<file path="src/rtl/core/midi_file_to_sequencer_commands_defines.svh">
// Assertion macros for the MIDI file parser.
// Included by the files that carry concurrent assertions.
`ifndef MIDI_FILE_TO_SEQUENCER_COMMANDS_DEFINES_SVH
`define MIDI_FILE_TO_SEQUENCER_COMMANDS_DEFINES_SVH
`ifndef SYNTHESIS
`define MSC_ASSERT(label, clk, rst_n, prop) \
	label: assert property (@(posedge clk) disable iff (!rst_n) prop) else $error("%m failed");
`define MSC_ASSERT_RST(label, clk, prop) \
	label: assert property (@(posedge clk) prop) else $error("%m failed");
`else
`define MSC_ASSERT(label, clk, rst_n, prop)
`define MSC_ASSERT_RST(label, clk, prop)
`endif
`endif

</file>
<file path="src/rtl/core/msc_pkg.sv">
// Shared types and constants of the MIDI file parser.
// No dependencies.
`default_nettype none
package msc_pkg;
	localparam int MAX_TRACKS_DEF      = 16;
	localparam int TRACK_BYTES_MAX_DEF = 65536;

	typedef enum logic [2:0] {
		KIND_HEADER = 3'd0,
		KIND_CMD    = 3'd1,
		KIND_TRACK  = 3'd2,
		KIND_FILE   = 3'd3,
		KIND_ERROR  = 3'd4
	} kind_t;

	typedef enum logic [3:0] {
		ERR_NONE     = 4'd0,
		ERR_MTHD     = 4'd1,
		ERR_HSIZE    = 4'd2,
		ERR_FORMAT   = 4'd3,
		ERR_TRACKS   = 4'd4,
		ERR_SMPTE    = 4'd5,
		ERR_MTRK     = 4'd6,
		ERR_EOT_LEN  = 4'd7,
		ERR_STATUS   = 4'd8,
		ERR_SHORT    = 4'd9,
		ERR_OVERFLOW = 4'd10
	} err_t;

	typedef enum logic [4:0] {
		PH_HDR_ID    = 5'd0,
		PH_HDR_SIZE  = 5'd1,
		PH_HDR_FMT   = 5'd2,
		PH_HDR_NTRK  = 5'd3,
		PH_HDR_DIV   = 5'd4,
		PH_TRK_ID    = 5'd5,
		PH_TRK_SIZE  = 5'd6,
		PH_DELTA     = 5'd7,
		PH_STATUS    = 5'd8,
		PH_DATA1     = 5'd9,
		PH_DATA2     = 5'd10,
		PH_META_TYPE = 5'd11,
		PH_META_LEN  = 5'd12,
		PH_SYSEX_LEN = 5'd13,
		PH_SKIP      = 5'd14,
		PH_DONE      = 5'd15,
		PH_ERROR     = 5'd16
	} phase_t;

	typedef struct packed {
		logic [3:0]  kind;
		logic [7:0]  opcode;
		logic [7:0]  operand_first;
		logic [7:0]  operand_second;
		logic [12:0] repeat_count;
		logic [3:0]  error_code;
		logic        last;
		logic [3:0]  track_number;
		logic [16:0] track_byte_count;
		logic        file_format;
		logic [4:0]  track_total;
		logic [14:0] ticks_per_quarter;
	} res_t;

	localparam logic [7:0] OP_DELAY8   = 8'h10;
	localparam logic [7:0] OP_DELAY16  = 8'h20;
	localparam logic [7:0] OP_NOTE_ON  = 8'h40;
	localparam logic [7:0] OP_NOTE_OFF = 8'h50;
	localparam logic [7:0] OP_OTHER    = 8'h60;
	localparam logic [7:0] OP_TOUCH    = 8'h70;
	localparam logic [7:0] OP_CTRL     = 8'h90;
	localparam logic [7:0] OP_CTRL4    = 8'hA0;
	localparam logic [7:0] OP_PROGRAM  = 8'hD0;

	function automatic logic [1:0] data_count(input logic [7:0] st);
		case (st[7:4])
			4'h8, 4'h9, 4'hA, 4'hB, 4'hE: data_count = 2'd2;
			4'hC, 4'hD:                   data_count = 2'd1;
			default:                      data_count = 2'd0;
		endcase
	endfunction
endpackage
`default_nettype wire

</file>
<file path="src/rtl/core/midi_file_to_sequencer_commands.sv">
// Top level of the MIDI file parser: byte stream in, sequencer results out.
// Depends on msc_pkg and midi_file_to_sequencer_commands_defines.svh.
//
// Usage: s_axis carries one item per transfer: s_axis_tuser is req_type (1 marks
// end of input), s_axis_tdata the file byte. m_axis gives the results, with the
// result kind on m_axis_tuser and the other fields on m_axis_tdata; a byte may
// cause up to two (header plus file done, track done plus file done, or a run
// of full delays plus the remainder delay); m_axis_tlast marks the final result
// of a byte. A byte with no result leaves nothing behind.
// Flow: the results of a byte are written into the two-entry result buffer
// at the edge that takes the byte, so the first is valid in the next cycle; a
// second result follows once the first is taken. Throughput is one byte per
// cycle while each byte gives at most one result and the receiver is ready; a
// byte that gives two holds input until the first is taken. The parse state is
// updated in the cycle the byte is taken; the result buffer sets the pace.
// When the receiver stalls, results queue in the buffer and s_axis_tready
// falls once it cannot hold a new byte's worst case. Reset (arst_n low)
// returns to the header id phase and empties the buffer. Errors are sticky:
// after one error result the block swallows all input until reset, as it
// does after file done.
`default_nettype none
`include "midi_file_to_sequencer_commands_defines.svh"
module midi_file_to_sequencer_commands #(
	parameter int MAX_TRACKS      = msc_pkg::MAX_TRACKS_DEF,
	parameter int TRACK_BYTES_MAX = msc_pkg::TRACK_BYTES_MAX_DEF
) (
	input  wire logic        clk,
	input  wire logic        arst_n,
	input  wire logic        s_axis_tvalid,
	output logic             s_axis_tready,
	input  wire logic [7:0]  s_axis_tdata,  // data_byte
	input  wire logic        s_axis_tuser,  // req_type
	input  wire logic        m_axis_tready,
	output logic             m_axis_tvalid,
	output logic [87:0]      m_axis_tdata,
	// opcode, operand_first, operand_second, repeat_count, error_code,
	// track_number, track_byte_count, file_format, track_total,
	// ticks_per_quarter, zero fill
	output logic [2:0]       m_axis_tuser,  // result_kind
	output logic             m_axis_tlast   // last
);
	localparam logic [16:0] TBMAX = 17'(TRACK_BYTES_MAX);
	localparam logic [4:0]  MAXT  = 5'(MAX_TRACKS);

	msc_pkg::phase_t phase_q;
	logic [2:0]  fbi_q;
	logic [31:0] fasm_q;
	logic [27:0] vl_q;
	logic [7:0]  rs_q, held_q, meta_q;
	logic [27:0] skip_q;
	logic [4:0]  ntrk_q, trk_q;
	logic [16:0] used_q;
	logic        fmt_q;

	msc_pkg::res_t buf_q [2];
	logic [1:0] cnt_q;

	// next-state signals
	msc_pkg::phase_t ph_n;
	logic [2:0]  fbi_n;
	logic [31:0] fasm_n;
	logic [27:0] vl_n;
	logic [7:0]  rs_n, held_n, meta_n;
	logic [27:0] skip_n;
	logic [4:0]  ntrk_n, trk_n;
	logic [16:0] used_n;
	logic        fmt_n;
	msc_pkg::res_t r0, r1;
	logic [1:0]  nres;

	logic in_fire, out_fire;
	logic [7:0] b;
	logic [31:0] fa_shift;
	logic [2:0] fbi_inc;
	logic fixed_done;
	logic [27:0] vl_base;
	logic [27:0] vl_acc;
	logic vl_done;
	// delay split
	logic [12:0] dn;
	logic [15:0] drem;
	logic [16:0] dbytes;
	// channel
	logic [7:0] ch_st, ch_d0, ch_d1, ch_op, ch_a, ch_b;
	logic [16:0] ch_bytes;
	logic [17:0] used_sum;

	assign in_fire  = s_axis_tvalid && s_axis_tready;
	assign out_fire = m_axis_tvalid && m_axis_tready;
	assign b        = s_axis_tdata;
	assign s_axis_tready = (cnt_q == 2'd0) || (cnt_q == 2'd1 && m_axis_tready);

	assign fa_shift = {fasm_q[23:0], b};
	assign fbi_inc  = fbi_q + 3'd1;
	assign fixed_done = (phase_q >= msc_pkg::PH_HDR_FMT && phase_q <= msc_pkg::PH_HDR_DIV)
		? (fbi_inc >= 3'd2) : (fbi_inc >= 3'd4);
	assign vl_base = (fbi_q == 3'd0) ? 28'd0 : vl_q;
	assign vl_acc  = {vl_base[20:0], b[6:0]};
	assign vl_done = !b[7] || (fbi_inc >= 3'd4);

	// n = (d-1)/65535 via d-1 = q*65536 + r: n = q + carry, rem = q + r + 1 - carry*65535
	logic [27:0] dm1;
	logic [12:0] q0;
	logic [16:0] r0s;
	logic        dcarry;
	always_comb begin
		dm1    = vl_acc - 28'd1;
		q0     = {1'b0, dm1[27:16]};
		r0s    = {1'b0, dm1[15:0]} + {4'd0, q0};
		dcarry = (r0s >= 17'd65535);
		dn     = dcarry ? q0 + 13'd1 : q0;
		drem   = 16'(r0s + 17'd1 - (dcarry ? 17'd65535 : 17'd0));
		dbytes = {3'd0, dn, 1'b0} + {4'd0, dn} + ((drem <= 16'd255) ? 17'd2 : 17'd3);
	end

	always_comb begin
		ch_st = rs_q;
		ch_d0 = (phase_q == msc_pkg::PH_DATA2) ? held_q : b;
		ch_d1 = b;
		ch_b  = 8'd0;
		ch_bytes = 17'd2;
		case (ch_st[7:4])
			4'h8: begin ch_op = msc_pkg::OP_NOTE_OFF; ch_a = ch_d0; end
			4'h9: begin
				ch_op = msc_pkg::OP_NOTE_ON; ch_a = ch_d0; ch_b = ch_d1; ch_bytes = 17'd3;
			end
			4'hA: begin ch_op = msc_pkg::OP_TOUCH; ch_a = ch_d1; end
			4'hB: begin
				ch_op = (ch_d0 == 8'd4) ? msc_pkg::OP_CTRL4 : msc_pkg::OP_CTRL; ch_a = ch_d1;
			end
			4'hC: begin ch_op = msc_pkg::OP_PROGRAM; ch_a = ch_d0; end
			4'hD: begin ch_op = msc_pkg::OP_TOUCH; ch_a = ch_d0; end
			default: begin ch_op = msc_pkg::OP_OTHER; ch_a = ch_d1; end
		endcase
	end

	always_comb begin
		logic [1:0]  dc;
		logic        do_ch;
		dc   = 2'd0;
		do_ch = 1'b0;
		ph_n = phase_q; fbi_n = fbi_q; fasm_n = fasm_q; vl_n = vl_q;
		rs_n = rs_q; held_n = held_q; meta_n = meta_q; skip_n = skip_q;
		ntrk_n = ntrk_q; trk_n = trk_q; used_n = used_q; fmt_n = fmt_q;
		r0 = '0; r1 = '0; nres = 2'd0;
		r0.track_number = trk_q[3:0];
		r1.track_number = 4'd0;
		used_sum = 18'd0;
		if (phase_q >= msc_pkg::PH_DONE) begin
			nres = 2'd0;
		end else if (s_axis_tuser) begin
			r0.kind = 4'(msc_pkg::KIND_ERROR);
			r0.error_code = msc_pkg::ERR_SHORT;
			nres = 2'd1; ph_n = msc_pkg::PH_ERROR;
		end else if (phase_q <= msc_pkg::PH_TRK_SIZE) begin
			fasm_n = fa_shift; fbi_n = fbi_inc;
			if (fixed_done) begin
				fbi_n = 3'd0; fasm_n = 32'd0;
				r0.kind = 4'(msc_pkg::KIND_ERROR);
				case (phase_q)
					msc_pkg::PH_HDR_ID: begin
						if (fa_shift != 32'h4D546864) begin
							r0.error_code = msc_pkg::ERR_MTHD; nres = 2'd1;
						end else ph_n = msc_pkg::PH_HDR_SIZE;
					end
					msc_pkg::PH_HDR_SIZE: begin
						if (fa_shift != 32'd6) begin
							r0.error_code = msc_pkg::ERR_HSIZE; nres = 2'd1;
						end else ph_n = msc_pkg::PH_HDR_FMT;
					end
					msc_pkg::PH_HDR_FMT: begin
						if (fa_shift[15:0] > 16'd1) begin
							r0.error_code = msc_pkg::ERR_FORMAT; nres = 2'd1;
						end else begin fmt_n = fa_shift[0]; ph_n = msc_pkg::PH_HDR_NTRK; end
					end
					msc_pkg::PH_HDR_NTRK: begin
						if (fa_shift[15:0] > 16'(MAXT)) begin
							r0.error_code = msc_pkg::ERR_TRACKS; nres = 2'd1;
						end else begin ntrk_n = fa_shift[4:0]; ph_n = msc_pkg::PH_HDR_DIV; end
					end
					msc_pkg::PH_HDR_DIV: begin
						if (fa_shift[15]) begin
							r0.error_code = msc_pkg::ERR_SMPTE; nres = 2'd1;
						end else begin
							r0 = '0;
							r0.kind = 4'(msc_pkg::KIND_HEADER);
							r0.file_format = fmt_q;
							r0.track_total = ntrk_q;
							r0.ticks_per_quarter = fa_shift[14:0];
							trk_n = 5'd0;
							if (ntrk_q == 5'd0) begin
								r1.kind = 4'(msc_pkg::KIND_FILE);
								nres = 2'd2; ph_n = msc_pkg::PH_DONE;
							end else begin
								nres = 2'd1; ph_n = msc_pkg::PH_TRK_ID;
							end
						end
					end
					msc_pkg::PH_TRK_ID: begin
						if (fa_shift != 32'h4D54726B) begin
							r0.error_code = msc_pkg::ERR_MTRK; nres = 2'd1;
						end else ph_n = msc_pkg::PH_TRK_SIZE;
					end
					default: begin
						rs_n = 8'd0; used_n = 17'd0; ph_n = msc_pkg::PH_DELTA;
					end
				endcase
				if (nres != 2'd0 && r0.kind == 4'(msc_pkg::KIND_ERROR))
					ph_n = msc_pkg::PH_ERROR;
			end
		end else begin
			case (phase_q)
				msc_pkg::PH_DELTA: begin
					vl_n = vl_acc; fbi_n = fbi_inc;
					if (vl_done) begin
						fbi_n = 3'd0; ph_n = msc_pkg::PH_STATUS;
						if (vl_acc != 28'd0) begin
							used_sum = {1'b0, used_q} + {1'b0, dbytes};
							if (used_sum > {1'b0, TBMAX}) begin
								r0.kind = 4'(msc_pkg::KIND_ERROR);
								r0.error_code = msc_pkg::ERR_OVERFLOW;
								nres = 2'd1; ph_n = msc_pkg::PH_ERROR;
							end else begin
								used_n = used_sum[16:0];
								r1 = r0;
								r1.kind = 4'(msc_pkg::KIND_CMD);
								r1.repeat_count = 13'd1;
								if (drem <= 16'd255) begin
									r1.opcode = msc_pkg::OP_DELAY8;
									r1.operand_first = drem[7:0];
								end else begin
									r1.opcode = msc_pkg::OP_DELAY16;
									r1.operand_first = drem[7:0];
									r1.operand_second = drem[15:8];
								end
								if (dn != 13'd0) begin
									r0.kind = 4'(msc_pkg::KIND_CMD);
									r0.opcode = msc_pkg::OP_DELAY16;
									r0.operand_first = 8'hFF;
									r0.operand_second = 8'hFF;
									r0.repeat_count = dn;
									nres = 2'd2;
								end else begin
									r0 = r1; nres = 2'd1;
								end
							end
						end
					end
				end
				msc_pkg::PH_STATUS: begin
					if (b[7]) begin
						if (b == 8'hFF) ph_n = msc_pkg::PH_META_TYPE;
						else if (b == 8'hF0 || b == 8'hF7) ph_n = msc_pkg::PH_SYSEX_LEN;
						else if (msc_pkg::data_count(b) == 2'd0) begin
							r0.kind = 4'(msc_pkg::KIND_ERROR);
							r0.error_code = msc_pkg::ERR_STATUS;
							nres = 2'd1; ph_n = msc_pkg::PH_ERROR;
						end else begin
							rs_n = b; ph_n = msc_pkg::PH_DATA1;
						end
					end else begin
						dc = msc_pkg::data_count(rs_q);
						if (dc == 2'd0) begin
							r0.kind = 4'(msc_pkg::KIND_ERROR);
							r0.error_code = msc_pkg::ERR_STATUS;
							nres = 2'd1; ph_n = msc_pkg::PH_ERROR;
						end else if (dc == 2'd1) do_ch = 1'b1;
						else begin held_n = b; ph_n = msc_pkg::PH_DATA2; end
					end
				end
				msc_pkg::PH_DATA1: begin
					if (msc_pkg::data_count(rs_q) == 2'd1) do_ch = 1'b1;
					else begin held_n = b; ph_n = msc_pkg::PH_DATA2; end
				end
				msc_pkg::PH_DATA2: do_ch = 1'b1;
				msc_pkg::PH_META_TYPE: begin
					meta_n = b; fbi_n = 3'd0; ph_n = msc_pkg::PH_META_LEN;
				end
				msc_pkg::PH_META_LEN, msc_pkg::PH_SYSEX_LEN: begin
					vl_n = vl_acc; fbi_n = fbi_inc;
					if (vl_done) begin
						fbi_n = 3'd0;
						if (phase_q == msc_pkg::PH_META_LEN && meta_q == 8'h2F) begin
							if (vl_acc != 28'd0) begin
								r0.kind = 4'(msc_pkg::KIND_ERROR);
								r0.error_code = msc_pkg::ERR_EOT_LEN;
								nres = 2'd1; ph_n = msc_pkg::PH_ERROR;
							end else begin
								r0.kind = 4'(msc_pkg::KIND_TRACK);
								r0.track_byte_count = used_q;
								trk_n = trk_q + 5'd1;
								if (trk_n >= ntrk_q) begin
									r1.kind = 4'(msc_pkg::KIND_FILE);
									nres = 2'd2; ph_n = msc_pkg::PH_DONE;
								end else begin
									nres = 2'd1; ph_n = msc_pkg::PH_TRK_ID;
								end
							end
						end else begin
							rs_n = 8'd0; skip_n = vl_acc;
							ph_n = (vl_acc == 28'd0) ? msc_pkg::PH_DELTA : msc_pkg::PH_SKIP;
						end
					end
				end
				msc_pkg::PH_SKIP: begin
					skip_n = skip_q - 28'd1;
					if (skip_n == 28'd0) ph_n = msc_pkg::PH_DELTA;
				end
				default: ;
			endcase
			if (do_ch) begin
				used_sum = {1'b0, used_q} + {1'b0, ch_bytes};
				if (used_sum > {1'b0, TBMAX}) begin
					r0.kind = 4'(msc_pkg::KIND_ERROR);
					r0.error_code = msc_pkg::ERR_OVERFLOW;
					nres = 2'd1; ph_n = msc_pkg::PH_ERROR;
				end else begin
					used_n = used_sum[16:0];
					ph_n = msc_pkg::PH_DELTA;
					r0.kind = 4'(msc_pkg::KIND_CMD);
					r0.opcode = ch_op; r0.operand_first = ch_a; r0.operand_second = ch_b;
					r0.repeat_count = 13'd1;
					nres = 2'd1;
				end
			end
		end
		if (nres == 2'd1) r0.last = 1'b1;
		if (nres == 2'd2) r1.last = 1'b1;
	end

	always_ff @(posedge clk or negedge arst_n) begin
		if (!arst_n) begin
			phase_q <= msc_pkg::PH_HDR_ID;
			fbi_q <= '0; fasm_q <= '0; vl_q <= '0; rs_q <= '0; held_q <= '0;
			meta_q <= '0; skip_q <= '0; ntrk_q <= '0; trk_q <= '0; used_q <= '0;
			fmt_q <= 1'b0; cnt_q <= 2'd0;
		end else begin
			if (in_fire) begin
				phase_q <= ph_n; fbi_q <= fbi_n; fasm_q <= fasm_n; vl_q <= vl_n;
				rs_q <= rs_n; held_q <= held_n; meta_q <= meta_n; skip_q <= skip_n;
				ntrk_q <= ntrk_n; trk_q <= trk_n; used_q <= used_n; fmt_q <= fmt_n;
			end
			cnt_q <= cnt_q - {1'b0, out_fire} + (in_fire ? nres : 2'd0);
		end
	end

	// result buffer: entry 0 is the head
	always_ff @(posedge clk) begin
		logic [1:0] base;
		logic       wr;
		base = cnt_q - {1'b0, out_fire};
		wr   = in_fire && (nres != 2'd0);
		if (wr && base == 2'd0) begin
			buf_q[0] <= r0;
			buf_q[1] <= r1;
		end else begin
			if (out_fire) buf_q[0] <= buf_q[1];
			if (wr) buf_q[1] <= r0;
		end
	end

	assign m_axis_tvalid = (cnt_q != 2'd0);
	assign m_axis_tlast  = buf_q[0].last;
	assign m_axis_tuser  = buf_q[0].kind[2:0];
	assign m_axis_tdata  = {
		5'd0,
		buf_q[0].ticks_per_quarter,
		buf_q[0].track_total,
		buf_q[0].file_format,
		buf_q[0].track_byte_count,
		buf_q[0].track_number,
		buf_q[0].error_code,
		buf_q[0].repeat_count,
		buf_q[0].operand_second,
		buf_q[0].operand_first,
		buf_q[0].opcode
	};

	`MSC_ASSERT(a_cnt_range, clk, arst_n, cnt_q != 2'd3)
	`MSC_ASSERT(a_no_in_when_full, clk, arst_n, (cnt_q == 2'd2) |-> !s_axis_tready)
	`MSC_ASSERT(a_err_sticky, clk, arst_n,
		(phase_q == msc_pkg::PH_ERROR) |=> (phase_q == msc_pkg::PH_ERROR))
	`MSC_ASSERT(a_done_quiet, clk, arst_n,
		(phase_q >= msc_pkg::PH_DONE && in_fire) |=> (cnt_q <= $past(cnt_q)))
endmodule
`default_nettype wire
</file>
<file path="config.mk">
export PLATFORM = sky130hd
export DESIGN_NAME = midi_file_to_sequencer_commands
export DESIGN_NICKNAME = d
export VERILOG_FILES = /design/src/rtl/core/msc_pkg.sv /design/src/rtl/core/midi_file_to_sequencer_commands.sv
export VERILOG_INCLUDE_DIRS = /design/src /design/src/rtl/core
export SDC_FILE = /design/constraint.sdc
export NUM_CORES = 1
export LEC_CHECK = 0
export ABC_CLOCK_PERIOD_IN_PS = 21000
export BUFFER_PORTS_ARGS = -buffer_cell sky130_fd_sc_hd__buf_2
export CAP_MARGIN = 20
export CORE_ASPECT_RATIO = 1.5
export CORE_UTILIZATION = 45
export CTS_CLUSTER_DIAMETER = 120
export DETAILED_ROUTE_END_ITERATION = 12
export GPL_TIMING_DRIVEN = 0
export PLACE_DENSITY = 0.74
export SLEW_MARGIN = 20
export SYNTH_ARGS = -nofsm -noshare
export SYNTH_HDL_FRONTEND = slang
export SYNTH_SLANG_ARGS = --single-unit
</file>
<file path="constraint.sdc">
create_clock -name clk -period 21 [get_ports clk]
set_input_delay 2.1 -clock clk [delete_from_list [all_inputs] [get_ports clk]]
set_output_delay 2.1 -clock clk [all_outputs]
set_load 0.05 [all_outputs]
</file>
## After elaboration in Yosys (flattened, before gate mapping)

Memory sizes are Yosys's and may differ from the RTL's.
Index checks and enable logic that the tools add are counted.
W data, S select, Z words.

| storage, ports and cells | value |
|---|---|
| bits in registers | 135 |
| memory bits (writable) | 176 |
| input bits | 13 |
| output and inout bits | 94 |
| word-level logic and storage cells | 416 |
| memories kept | 1 |

Memories:

| memory | depth | width | rd ports | clocked after Yosys merged registers in | wr ports | RTL line | RTL |
|---|---|---|---|---|---|---|---|
| buf_q | 2 | 88 | 2 | 0 | 2 | midi_file_to_sequencer_commands.sv:55 | `msc_pkg::res_t buf_q [2];` |

| operators by class | value |
|---|---|
| add/subtract/negate cells | 14 |
| magnitude comparators | 13 |
| equality and inequality tests | 70 |
| muxes and demuxes | 243 |
| bitwise gates (word level) | 7 |
| reduce and logical (&&, ||, !) cells | 55 |

Operator list:

| cell | number |
|---|---|
| $mux W88 | 9 |
| $mux W41 | 12 |
| $mux W47 | 7 |
| $mux W85 | 3 |
| $mux W17 | 12 |
| $mux W5 | 35 |
| $mux W84 | 2 |
| $mux W37 | 4 |
| $mux W8 | 17 |
| $mux W2 | 47 |
| $mux W43 | 2 |
| $mux W42 | 2 |
| $ne A32 B31 Y1 const B | 2 |
| $mux W4 | 15 |
| $pmux W5 S6 | 2 |
| $eq A4 B4 Y1 const B | 14 |
| $logic_not A28 Y1 | 2 |
| $mux W28 | 2 |
| $pmux W28 S2 | 1 |
| $sub A28 B1 Y28 const B | 2 |
| $mux W3 | 17 |
| $ne A5 B5 Y1 const B | 10 |
| $mux W45 | 1 |
| $mux W21 | 2 |
| other kinds (82) | 180 |

## Logic depth before layout (Yosys ltp)

| depth | value |
|---|---|
| depth after elaboration | 30 |
| depth in mapped cells | 57 |

## Least setup slack after synthesis

OpenSTA, ideal clock, no wires.

| timing path | value |
|---|---|
| path kind | input to register |
| start | input s_axis_tdata[0] |
| end | memory buf_q[0][0] (netlist name), enable pin |
| arrival time | 16396 ps |
| setup slack | 4160 ps |
| stages on the path | 52 |
| path buffers | 4 |
| cells stage by stage | clkbuf_1 inv_1 ha_1 nor3b_1 nand2_1 buf_1 a21oi_2 xnor2_1 ha_1 fa_1 a21oi_1 o221a_2 nor4_1 o32ai_2 xor2_2 a2111oi_4 a21o_1 buf_4 [... 16 more ...] fa_1 inv_1 fa_1 nor2b_1 o31a_1 or4_1 a31o_2 xor2_1 or4_1 nand4bb_1 a211oi_1 a211oi_1 nor3_1 o211ai_2 o311a_1 a21oi_4 nand2_1 nand2_1 |

RTL lines:

| what | RTL line | RTL |
|---|---|---|
| start, declared | midi_file_to_sequencer_commands.sv:31 | `input wire logic [7:0] s_axis_tdata,` |
| end, declared | midi_file_to_sequencer_commands.sv:55 |  |

==> flow_summary.ini <==
[floorplanning]
core-area_um2 = 45880
die_y_um = 266.4
die-width_um = 178.3
initial_core_util = 0.4571
io_pins = 107
rows = 96
die-area_um2 = 47490

[setup_path]
crit_path_end_kind = flip-flop
slowest_delay_ps = 840
cp.required_ps = 21310
crit_path_frequent_cell = ha_1
start_kind = input pin
cp.arrival_ps = 18580
crit_fanout = 18
criticalPathCategory = input pin to flip-flop
critPathSlowestCell = o22ai_1

[yosys]
synth.top_cell.area_share = 0.2377
synth_area_um2 = 20970
ys_top_cells_by_area = edfxtp_1 24%, dfrtp_1 16%, nand2_1 5.1%
synthFlopType = edfxtp_1
post_synth.cell_area_avg_um2 = 8.925
synth_warnings = 0
synth-seq-cells = 297
synth-async-reset-ratio = 0.4411
yosysTopAreaCell = edfxtp_1
synth_edf_count = 166
yosysSeqAreaShare = 0.3940
synthCells = 2350
ys_types = 93

[timing]
period_share = 0.8696
worst_pin_slew_ps = 1129
slew_headroom = 0.2409
fin_worst_skew_ps = 27.14
slew_violations = 0
hold_viol_final = 0
timing.fmax_ghz = 0.05476
holdWs_ps = 486.0
rsz0062_at_grt = false
setup_violations = 0
period_needed_ps = 18260

[cells_and_area]
antennaDiodeCount = 0
fin_area_um2 = 23490
area_growth_pct = 11.97
seq_area_um2 = 8263
nFillCells = 4248
final_util = 0.5118
final_nets = 2593
multi_input_area_um2 = 10900
drive_above_1_share = 0.1485

[global_route]
grt_util_all_layers = 0.2710
grt_pass1_wl_um = 99370
antenna_found_initial = 0
grt_overflow = 0
grt_max_degree = 96
grt_pass1_vias = 17630

[detailed_routing]
ant_nets = 0
met2_length_um = 32390
first_iter_violations = 1609
drc_errors = 0
drt_first_pass_iters = 6
wire_per_inst_um = 20.76
wl_met3_um = 3461
vias = 18290
wl_um = 64350
top_layer = met4
drt-met1-wl_um = 24920
vias_per_cell = 5.902

[clock_tree]
cts_tree = done
h-tree-depth = 1
clockBufferDepth = 3
post_cts_resized = 0
clock_latency_ps = 620
post_cts_buffers = 0
hold_buffers = 0
cts_buffers = 30
path_clk_slew_ps = 60
clockRootBuffer = clkbuf_16
clkSinkCount = 297

[power]
power_mw = 2.173
ir_drop_mv = 0.06941
p_leak_nw = 9.986
powerDensity_nw_per_um2 = 92.51

[placed_design]
place.gp.congestion = 0.9879
placed_cell_area_um2 = 22370
dp_hpwl_um = 49430
numPortBuffers = 91

[hold_path]
hp-class = flip-flop to flip-flop

[outcome]
status = complete, no violations

[job]
drv_cap = 0
==> cell usage after synthesis, types with 8 or more instances <==
master    number
o31ai_1       11
a21oi_1      125
o21bai_1      13
or2_2         10
nor2b_1        8
nand3_1       50
nor3_1        93
o21ai_0      195
edfxtp_1     166
o22ai_1       12
inv_1        158
dfrtp_1      131
or4_1         13
ha_1          78
xor2_1        22
nand2_1      287
a22oi_1        9
a21o_1        27
nor2_1       151
nand2b_1      24
xnor2_1       47
or3_1         21
and3_1        35
mux2i_1       93
clkbuf_1     102
buf_2         15
nor3_2        11
fa_1          15
nor4_1        30
a211oi_1      20
and2_1        21
nand4_1       28
a31oi_1       25
nor3b_1        9
buf_4        100
mux2_2        41
==> logic make-up after synthesis <==
kind of cell / Yosys count / share of synthesized area
XOR/XNOR: 70 / 0.02959
flip-flops: 297 / 0.3940
adder cells (fa/ha/maj): 93 / 0.06085
AO/OA/AOI/OAI: 535 / 0.1594
other: 1 / 0.0001788
buffers and inverters: 386 / 0.08930
AND/OR/NAND/NOR: 826 / 0.1947
multiplexers: 142 / 0.07206
==> routing by layer <==
layer / vias to the layer above / GRT usage
met3: 174 / 0.02977
met4: 0 / 0.1450
li1: 8588 / -
met2: 678 / 0.4766
met5: - / 0
met1: 8851 / 0.3207
==> through the flow <==
| stage | std cells | TNS [ps] | setup slack (ps) |
|---|---|---|---|
| after floorplan | 2358 | 0 | 4160 |
| after global placement | 3037 | -15880 | -206.7 |
| after detailed placement | 3043 | 0 | 2501 |
| after CTS | 3099 | 0 | 3066 |
| after global routing | 3099 | 0 | 1936 |
| final | 3099 | 0 | 2739 |
==> final timing paths <==
check | from | endpoint | slack [ps] | cells past startpoint
min | skip_q[21] | skip_q[21] | 490 | 2
max in group asynchronous | arst_n | vl_q[5] | 18810 | 2
min in group asynchronous | arst_n | used_q[4] | 1360 | 1
max reg2reg | fbi_q[0] | buf_q[0][173] | 5050 | 53
min reg2reg | skip_q[21] | skip_q[21] | 490 | 2
max | s_axis_tdata[0] | buf_q[0][173] | 2740 | 53
==> cell usage in the layout, fill, tap and decap left out, drive strengths merged, types with 12 or more instances in the layout <==
master / n
a31oi: 25
or4: 15
fa: 15
nand2: 287
buf: 222
and2: 23
ha: 78
xor2: 23
o21bai: 14
xnor2: 47
mux2: 48
and3: 35
nor3: 104
o21ai: 199
clkinv: 12
nand2b: 24
inv: 164
nor2: 151
o22ai: 12
a211oi: 20
nand4: 28
nor4: 35
mux2i: 94
dfrtp: 131
clkbuf: 134
edfxtp: 166
a21o: 27
nand3: 50
a21oi: 128
or3: 21
==> power by group <==
part           internal (mW)  leakage [nW]  switching, mW
Combinational          0.250          6.10          0.543
Clock                  0.343         0.534          0.259
Sequential             0.720          3.35         0.0582
Total                   1.31          9.99          0.860
==> critical path: cells and delay by family <==
| family | cells | cell delay, ps |
|---|---|---|
| AND/OR/NAND/NOR | 16 | 4740 |
| buffers and inverters | 9 | 2780 |
| XOR/XNOR | 1 | 230 |
| multiplexers | 2 | 870 |
| adder cells (fa/ha/maj) | 7 | 2260 |
| AO/OA/AOI/OAI | 18 | 5570 |
==> flip-flops by register name, indices dropped and copies added, names as in the netlist, 5 cells and up <==
name	count
held_q	8
skip_q	28
meta_q	8
vl_q	21
trk_q	5
ntrk_q	5
fasm_q	24
buf_q	166
phase_q	5
used_q	17
==> layout make-up <==
class,instances,share of cell area
buffer,227,0.05434
clock buffer,32,0.03229
clock inverter,24,0.01454
inverter,159,0.02541
multi-input combinational,1675,0.4643
sequential,297,0.3518
tap,588,0.03133
timing repair buffer,97,0.02600
No activity file was read; power rests on OpenSTA's default activity.
